## config.mk

```make
export PLATFORM = sky130hd
export DESIGN_NAME = base58_encoder_core
export DESIGN_NICKNAME = d
export VERILOG_FILES = /design/src/design/b58enc_pkg.sv /design/src/design/b58enc_ctrl.sv /design/src/design/b58enc_dpath.sv /design/src/design/base58_encoder_core.sv
export SDC_FILE = /design/constraint.sdc
export NUM_CORES = 1
export LEC_CHECK = 0
export BUFFER_PORTS_ARGS = -buffer_cell sky130_fd_sc_hd__buf_2
export CAP_MARGIN = 20
export CORE_MARGIN = 2
export CORE_UTILIZATION = 65
export DETAILED_ROUTE_END_ITERATION = 10
export GPL_TIMING_DRIVEN = 0
export PLACE_DENSITY = 0.8
export SYNTH_ARGS = -nofsm -noshare
export SYNTH_HDL_FRONTEND = slang
export SYNTH_HIERARCHICAL = 1
export SYNTH_SLANG_ARGS = --single-unit
```

## constraint.sdc

```tcl
create_clock -name clock -period 25.6 [get_ports clock]
set_clock_uncertainty 0.15 [all_clocks]
set_input_delay 1.28 -clock clock [delete_from_list [all_inputs] [get_ports clock]]
set_output_delay 1.28 -clock clock [all_outputs]
set_load 0.02 [all_outputs]
```

## src/design/b58enc_pkg.sv

```systemverilog
// ----------------------------------------------------------------------------
// b58enc_pkg
// Types, command/status bundles and base-58 digit helpers for the encoder.
// ----------------------------------------------------------------------------
package b58enc_pkg;

   typedef struct packed {
      logic [7:0] byte_value;
      logic       last_byte;
   } req_type;

   typedef struct packed {
      logic [6:0] char_code;
      logic       last_char;
   } rsp_type;

   // controller -> datapath
   typedef struct packed {
      logic load;
      logic run;
      logic ext;
      logic emit_one;
      logic emit_dig;
      logic clear;
   } cmd_type;

   // datapath -> controller
   typedef struct packed {
      logic stored;
      logic ndig_zero;
      logic run_last;
      logic carry_zero;
      logic last_ff;
      logic lz_zero;
      logic lz_one;
      logic idx_zero;
   } status_type;

   typedef struct packed {
      logic [7:0] q;
      logic [5:0] r;
   } step_type;

   localparam logic [6:0] ONE_CHAR = 7'h31;

   // entry d holds {d*256 / 58, d*256 % 58}, built by stepping 256 = 4*58 + 24
   function automatic logic [63:0][13:0] build_div_tab();
      logic [63:0][13:0] tab;
      logic [8:0]        q;
      logic [6:0]        r;
      q = '0;
      r = '0;
      for (int d = 0; d < 64; d++) begin
         tab[d] = {q[7:0], r[5:0]};
         r = r + 7'd24;
         q = q + 9'd4;
         if (r >= 7'd58) begin
            r = r - 7'd58;
            q = q + 9'd1;
         end
      end
      return tab;
   endfunction

   localparam logic [63:0][13:0] DIV_TAB = build_div_tab();

   // (d*256 + c) split into quotient and remainder by 58; d < 58, c < 256
   function automatic step_type digit_step(input logic [5:0] d, input logic [7:0] c);
      step_type   res;
      logic [7:0] q1;
      logic [5:0] r1;
      logic [8:0] s;
      logic [2:0] q2;
      logic [8:0] sub;
      q1 = DIV_TAB[d][13:6];
      r1 = DIV_TAB[d][5:0];
      s  = {3'b000, r1} + {1'b0, c};
      if (s >= 9'd290) begin
         q2 = 3'd5; sub = 9'd290;
      end else if (s >= 9'd232) begin
         q2 = 3'd4; sub = 9'd232;
      end else if (s >= 9'd174) begin
         q2 = 3'd3; sub = 9'd174;
      end else if (s >= 9'd116) begin
         q2 = 3'd2; sub = 9'd116;
      end else if (s >= 9'd58) begin
         q2 = 3'd1; sub = 9'd58;
      end else begin
         q2 = 3'd0; sub = 9'd0;
      end
      res.q = q1 + {5'b00000, q2};
      res.r = 6'(s - sub);
      return res;
   endfunction

   // alphabet: 1-9, A-H, J-N, P-Z, a-k, m-z
   function automatic logic [6:0] b58_char(input logic [5:0] d);
      logic [6:0] ch;
      if (d < 6'd9)       ch = 7'h31 + {1'b0, d};
      else if (d < 6'd17) ch = 7'h41 + {1'b0, d - 6'd9};
      else if (d < 6'd22) ch = 7'h4A + {1'b0, d - 6'd17};
      else if (d < 6'd33) ch = 7'h50 + {1'b0, d - 6'd22};
      else if (d < 6'd44) ch = 7'h61 + {1'b0, d - 6'd33};
      else                ch = 7'h6D + {1'b0, d - 6'd44};
      return ch;
   endfunction

endpackage

```

## src/design/b58enc_ctrl.sv

```systemverilog
// ----------------------------------------------------------------------------
// b58enc_ctrl
// Sequencer: per-byte digit update pass, carry extension, text output.
// ----------------------------------------------------------------------------
module b58enc_ctrl
   import b58enc_pkg::*;
(
   input  logic       clock,
   input  logic       reset,
   input  logic       start,
   output logic       busy,
   input  status_type status,
   output cmd_type    cmd
);

   typedef enum logic [2:0] {
      ST_IDLE,
      ST_RUN,
      ST_EXT,
      ST_ONES,
      ST_DIGS
   } state_type;

   state_type state_ff, state_in;
   logic      busy_ff;

   always_comb begin
      state_in = state_ff;
      cmd      = '0;
      case (state_ff)
         ST_IDLE: begin
            if (start) begin
               cmd.load = 1'b1;
               if (!status.stored)
                  state_in = status.last_ff ? ST_EXT : ST_IDLE;
               else
                  state_in = status.ndig_zero ? ST_EXT : ST_RUN;
            end
         end
         ST_RUN: begin
            cmd.run = 1'b1;
            if (status.run_last)
               state_in = ST_EXT;
         end
         ST_EXT: begin
            cmd.ext = 1'b1;
            if (status.carry_zero) begin
               if (!status.last_ff)
                  state_in = ST_IDLE;
               else
                  state_in = status.lz_zero ? ST_DIGS : ST_ONES;
            end
         end
         ST_ONES: begin
            cmd.emit_one = 1'b1;
            if (status.lz_one) begin
               if (status.ndig_zero) begin
                  cmd.clear = 1'b1;
                  state_in  = ST_IDLE;
               end else begin
                  state_in  = ST_DIGS;
               end
            end
         end
         ST_DIGS: begin
            cmd.emit_dig = 1'b1;
            if (status.idx_zero) begin
               cmd.clear = 1'b1;
               state_in  = ST_IDLE;
            end
         end
         default: state_in = ST_IDLE;
      endcase
   end

   always_ff @(posedge clock) begin
      if (reset) begin
         state_ff <= ST_IDLE;
         busy_ff  <= 1'b0;
      end else begin
         state_ff <= state_in;
         busy_ff  <= (state_in != ST_IDLE);
      end
   end

   assign busy = busy_ff;

endmodule

```

## src/design/b58enc_dpath.sv

```systemverilog
// ----------------------------------------------------------------------------
// b58enc_dpath
// Digit memory, carry register, counters and the registered character output.
// ----------------------------------------------------------------------------
module b58enc_dpath
   import b58enc_pkg::*;
#(
   parameter int MAX_BYTES = 32
) (
   input  logic       clock,
   input  logic       reset,
   input  req_type    req_data,
   input  cmd_type    cmd,
   output status_type status,
   output logic       rsp_strobe,
   output rsp_type    rsp_data
);

   localparam int DIGIT_CAP = (MAX_BYTES * 138) / 100 + 2;
   localparam int AW        = $clog2(DIGIT_CAP);
   localparam int DW        = $clog2(DIGIT_CAP + 1);
   localparam int BW        = $clog2(MAX_BYTES + 1);
   localparam logic [BW-1:0] MAX_CNT = BW'(MAX_BYTES);

   logic [5:0]    digit_mem [DIGIT_CAP];

   logic [7:0]    carry_ff, carry_in;
   logic          last_ff, last_in;
   logic [AW-1:0] idx_ff, idx_in;
   logic [DW-1:0] ndig_ff, ndig_in;
   logic [BW-1:0] bcnt_ff, bcnt_in;
   logic [BW-1:0] lz_ff, lz_in;
   logic          inlz_ff, inlz_in;
   logic [5:0]    rd_ff;
   logic          strobe_ff, strobe_in;
   rsp_type       rsp_ff, rsp_in;

   logic          stored;
   logic [DW-1:0] ndig_dec;
   logic [AW-1:0] raddr, waddr;
   logic          we;
   logic [5:0]    step_d;
   step_type      step;

   assign stored   = (bcnt_ff < MAX_CNT);
   assign ndig_dec = ndig_ff - DW'(1);
   assign step_d   = cmd.run ? rd_ff : 6'd0;
   assign step     = digit_step(step_d, carry_ff);

   assign status.stored     = stored;
   assign status.ndig_zero  = (ndig_ff == '0);
   assign status.run_last   = (DW'(idx_ff) + DW'(1) == ndig_ff);
   assign status.carry_zero = (carry_ff == 8'd0);
   assign status.last_ff    = cmd.load ? req_data.last_byte : last_ff;
   assign status.lz_zero    = (lz_ff == '0);
   assign status.lz_one     = (lz_ff == BW'(1));
   assign status.idx_zero   = (idx_ff == '0);

   // read one ahead of the digit being worked on
   always_comb begin
      if (cmd.run)
         raddr = idx_ff + AW'(1);
      else if (cmd.emit_dig)
         raddr = idx_ff - AW'(1);
      else if (cmd.ext || cmd.emit_one)
         raddr = ndig_dec[AW-1:0];
      else
         raddr = '0;
   end

   assign we    = cmd.run || (cmd.ext && carry_ff != 8'd0);
   assign waddr = cmd.run ? idx_ff : ndig_ff[AW-1:0];

   always_comb begin
      carry_in  = carry_ff;
      last_in   = last_ff;
      idx_in    = idx_ff;
      ndig_in   = ndig_ff;
      bcnt_in   = bcnt_ff;
      lz_in     = lz_ff;
      inlz_in   = inlz_ff;
      strobe_in = 1'b0;
      rsp_in    = rsp_ff;

      if (cmd.load) begin
         carry_in = stored ? req_data.byte_value : 8'd0;
         last_in  = req_data.last_byte;
         idx_in   = '0;
         if (stored) begin
            bcnt_in = bcnt_ff + BW'(1);
            if (inlz_ff) begin
               if (req_data.byte_value == 8'd0)
                  lz_in = lz_ff + BW'(1);
               else
                  inlz_in = 1'b0;
            end
         end
      end

      if (cmd.run) begin
         carry_in = step.q;
         idx_in   = idx_ff + AW'(1);
      end

      if (cmd.ext) begin
         if (carry_ff != 8'd0) begin
            carry_in = step.q;
            ndig_in  = ndig_ff + DW'(1);
         end else begin
            idx_in   = ndig_dec[AW-1:0];
         end
      end

      if (cmd.emit_one) begin
         lz_in            = lz_ff - BW'(1);
         strobe_in        = 1'b1;
         rsp_in.char_code = ONE_CHAR;
         rsp_in.last_char = status.lz_one && status.ndig_zero;
      end

      if (cmd.emit_dig) begin
         idx_in           = idx_ff - AW'(1);
         strobe_in        = 1'b1;
         rsp_in.char_code = b58_char(rd_ff);
         rsp_in.last_char = status.idx_zero;
      end

      if (cmd.clear) begin
         bcnt_in = '0;
         lz_in   = '0;
         inlz_in = 1'b1;
         ndig_in = '0;
      end
   end

   always_ff @(posedge clock) begin
      if (reset) begin
         ndig_ff   <= '0;
         bcnt_ff   <= '0;
         lz_ff     <= '0;
         inlz_ff   <= 1'b1;
         strobe_ff <= 1'b0;
      end else begin
         ndig_ff   <= ndig_in;
         bcnt_ff   <= bcnt_in;
         lz_ff     <= lz_in;
         inlz_ff   <= inlz_in;
         strobe_ff <= strobe_in;
      end
   end

   always_ff @(posedge clock) begin
      carry_ff <= carry_in;
      last_ff  <= last_in;
      idx_ff   <= idx_in;
      rsp_ff   <= rsp_in;
   end

   always_ff @(posedge clock) begin
      if (we)
         digit_mem[waddr] <= step.r;
      rd_ff <= digit_mem[raddr];
   end

   assign rsp_strobe = strobe_ff;
   assign rsp_data   = rsp_ff;

endmodule

```

## src/design/base58_encoder_core.sv

```systemverilog
// ----------------------------------------------------------------------------
// base58_encoder_core
// Base58 text encoder for a big-endian byte string, one byte per transfer.
// ----------------------------------------------------------------------------
// A stored byte keeps busy high while the digit memory, ndig base-58 digits so
// far, is updated one digit per cycle.
// On the last byte, characters follow the update, one per cycle, lz + ndig in
// all, from a registered output; the receiver cannot stall.
// Bytes past MAX_BYTES are dropped; one not flagged last leaves busy low.
// Synchronous reset returns to idle; the digit memory is not cleared.
module base58_encoder_core
   import b58enc_pkg::*;
#(
   parameter int MAX_BYTES = 32
) (
   input  logic    clock,
   input  logic    reset,
   input  logic    start,
   output logic    busy,
   input  req_type req_data,
   output logic    rsp_strobe,
   output rsp_type rsp_data
);

   cmd_type    cmd;
   status_type status;

   b58enc_ctrl u_ctrl (
      .clock  (clock),
      .reset  (reset),
      .start  (start),
      .busy   (busy),
      .status (status),
      .cmd    (cmd)
   );

   b58enc_dpath #(
      .MAX_BYTES (MAX_BYTES)
   ) u_dpath (
      .clock      (clock),
      .reset      (reset),
      .req_data   (req_data),
      .cmd        (cmd),
      .status     (status),
      .rsp_strobe (rsp_strobe),
      .rsp_data   (rsp_data)
   );

   // characters only come out of a conversion in progress
   a_strobe_after_busy: assert property (@(posedge clock) disable iff (reset)
      rsp_strobe |-> $past(busy))
      else $error("character transfer without a conversion in progress");

   // text is sent without gaps until the flagged last character
   a_stream_contiguous: assert property (@(posedge clock) disable iff (reset)
      rsp_strobe && !rsp_data.last_char |=> rsp_strobe)
      else $error("gap in character stream");

   a_last_ends_stream: assert property (@(posedge clock) disable iff (reset)
      rsp_strobe && rsp_data.last_char |=> !rsp_strobe)
      else $error("character transfer after last character");

endmodule

```

==> metrics.txt <==
status finished, final reports clean; sequential share of the synthesized area 55.51%; Iter 0 DRT Violations 1942; post_cts resized 0; dpl cell area 17700 µm²; CTS tree done; Slew HR 43.55%; critical path arrival 9.91 ns; H-tree Lvls 2; clk sink count 329; Pins Over Slew Limit 0; Yosys reg bits 329; routed wire length 49.24 mm; Worst Setup Path Type flop to flop; die area 27440 µm²; most frequent cells in the layout 284 x edfxtp_1, 242 x nand2_1, 125 x nor2_1, 100 x a21oi_1, 97 x nand3_1; via count 13618; Final period util 37.92%; worst hold margin 0.3320 ns; Cells after Synth 1593; pin count of the biggest net entering global routing 47; I/O pins 22; Util after Layout 72.93%; CP required 25.81 ns; mux cell area share after synthesis 3.993%; cell area after layout 18840 µm²; post-synthesis cell type count 89; Max-Cap Viols 0; Root Buffer clkbuf_16; commonest non-fill, non-tap cell in the layout edfxtp_1; Post-Synth Simple-Gate Area 16.35%; Worst Max-Slew Pin Slew 0.8411 ns; DRC violations left 0; maximum clock frequency 103.0 MHz; Critical Path Sink Type flop; antenna viol nets, final 0; Post-Synthesis Cell Area 16990 µm²; hpwl dp 33.58 mm; number of flops mapped to enable cells by yosys 284; I/O Buffers 21; WL per Instance 24.36 µm; GP Congestion 0.9915; CTS Buf Count 35; Final setup viols 0; syn nets 1658; Post-Synth Adder-Cell Area 4.037%; Final Hold Fails 0; chip width 165.7 µm; worst-skew pair later-pin latency 0.53 ns; Post-Synth XOR/XNOR Area 3.094%; GRT Overall Usage 35.39%; deepest clock path buffer count 3; multi-input logic area 6954 µm²; hold_buf cts 0; initial antenna violation count 1; CP Max Fanout 22; synthesis-to-finish area growth 10.95%; Vias/cell 6.738; compound-cell area share of the yosys netlist 13.26%; average size of a mapped cell 10.66 µm²; Synth Flop Type edfxtp_1; CTS clk-pin slew, worst paths 0.06 ns; Hold Crit Class flop to flop; fin nets 1724; CP max stage delay 0.64 ns; Die Ht 165.7 µm; CP startpoint kind flop; Post-CTS Setup Inserts 0; Rows 59; largest family of logic cells by synthesized area simple AND/OR/NAND/NOR gates; RSZ-0062 raised after global routing no; FILL cells 1839; Starting Density 65.74%; Sequential Area 9430 µm²; Syn. warnings 6; minimum clock period 9.707 ns; async set-reset flop share out of synthesis 0%; Worst path most repeated cell clkbuf_1; TritonRoute pass-1 iters 8; Core ar. 25840 µm²; TNS Setup 0 ns; vias in the first global route 13193; number of diodes 0; Remaining Overflow, GRT 0; Worst path slowest cell clkbuf_1; ratio of cells with drive above 1 in the final layout 11.45%; first-pass GRT wire length 75.67 mm
## worst max-delay path, delay by kind of cell, from the launching register on
| kind | cells | cell delay (ns) |
|---|---|---|
| buf+inv | 9 | 3.09 |
| xor+xnor | 3 | 1.15 |
| compound gates | 9 | 2.42 |
| flops | 1 | 0.37 |
| fa+ha+maj | 4 | 1.26 |
| simple gates | 5 | 1.06 |
## stage by stage
step / cells / worst slack (ns)
3_3_place_gp: 1949 / 13.64
3_5_place_dp: 1957 / 16.21
6_report: 2021 / 15.89
2_1_floorplan: 1593 / 17.35
4_1_cts: 2021 / 16.16
5_1_grt: 2021 / 15.46
## area by class of cell
type | count | share of cell area (%)
clock inverter | 24 | 1.149
buffer | 102 | 2.629
tap | 335 | 2.224
sequential | 329 | 50.04
timing repair buffer | 29 | 1.381
inverter | 38 | 0.7569
multi-input combinational | 1124 | 36.90
clock buffer | 40 | 4.913
## cells in the mapped netlist (29+ instances only)
| master | count | area (µm²) |
|---|---|---|
| a21oi_1 | 100 | 500.5 |
| buf_2 | 30 | 150.1 |
| clkbuf_1 | 49 | 183.9 |
| dfxtp_1 | 45 | 900.9 |
| edfxtp_1 | 284 | 8528 |
| ha_1 | 50 | 625.6 |
| inv_1 | 32 | 120.1 |
| mux2_2 | 36 | 405.4 |
| nand2_1 | 242 | 908.4 |
| nand3_1 | 97 | 485.5 |
| nor2_1 | 125 | 469.2 |
| o21ai_0 | 59 | 295.3 |
| xnor2_1 | 31 | 271.5 |
| xor2_1 | 29 | 254.0 |
## final timing paths
kind                      startpoint                       to  slack, ns  depth (start not counted)
setup / recovery  u_ctrl/state_ff[0]  u_dpath/digit_mem[1][5]      15.89                         30
hold / removal       u_dpath/last_ff          u_dpath/last_ff       0.33                          1
setup reg to reg  u_ctrl/state_ff[0]  u_dpath/digit_mem[1][5]      15.89                         30
hold reg to reg      u_dpath/last_ff          u_dpath/last_ff       0.33                          1
## kinds of logic after synthesis
family	count (synthesis)
compound gates	344
flops	329
mux	62
fa+ha+maj	53
buf+inv	140
simple gates	605
xor+xnor	60
## sequential cells by signal, summed over array words and instances (netlist names)
signal and count:
u_dpath/digit_mem 276, u_dpath/carry_ff 8, u_dpath/rsp_data 8, u_dpath/bcnt_ff 6
u_dpath/idx_ff 6, u_dpath/lz_ff 6, u_dpath/ndig_ff 6, u_dpath/rd_ff 6
u_ctrl/state_ff 3, u_ctrl/busy 1, u_dpath/inlz_ff 1, u_dpath/last_ff 1
u_dpath/rsp_strobe 1
## layer usage
layer	GRT usage (%)	part of all wire [%]	up-vias
met3	5.830	11	212
met4	19.47	6.0	2
met5	0	0.026	-
met1	46.58	37	6401
li1	-	-	6001
met2	56.63	47	1002
Power is left out: the tool's default activity adds up to more than one toggle a clock period on the data nets, which glitch-free logic cannot reach.
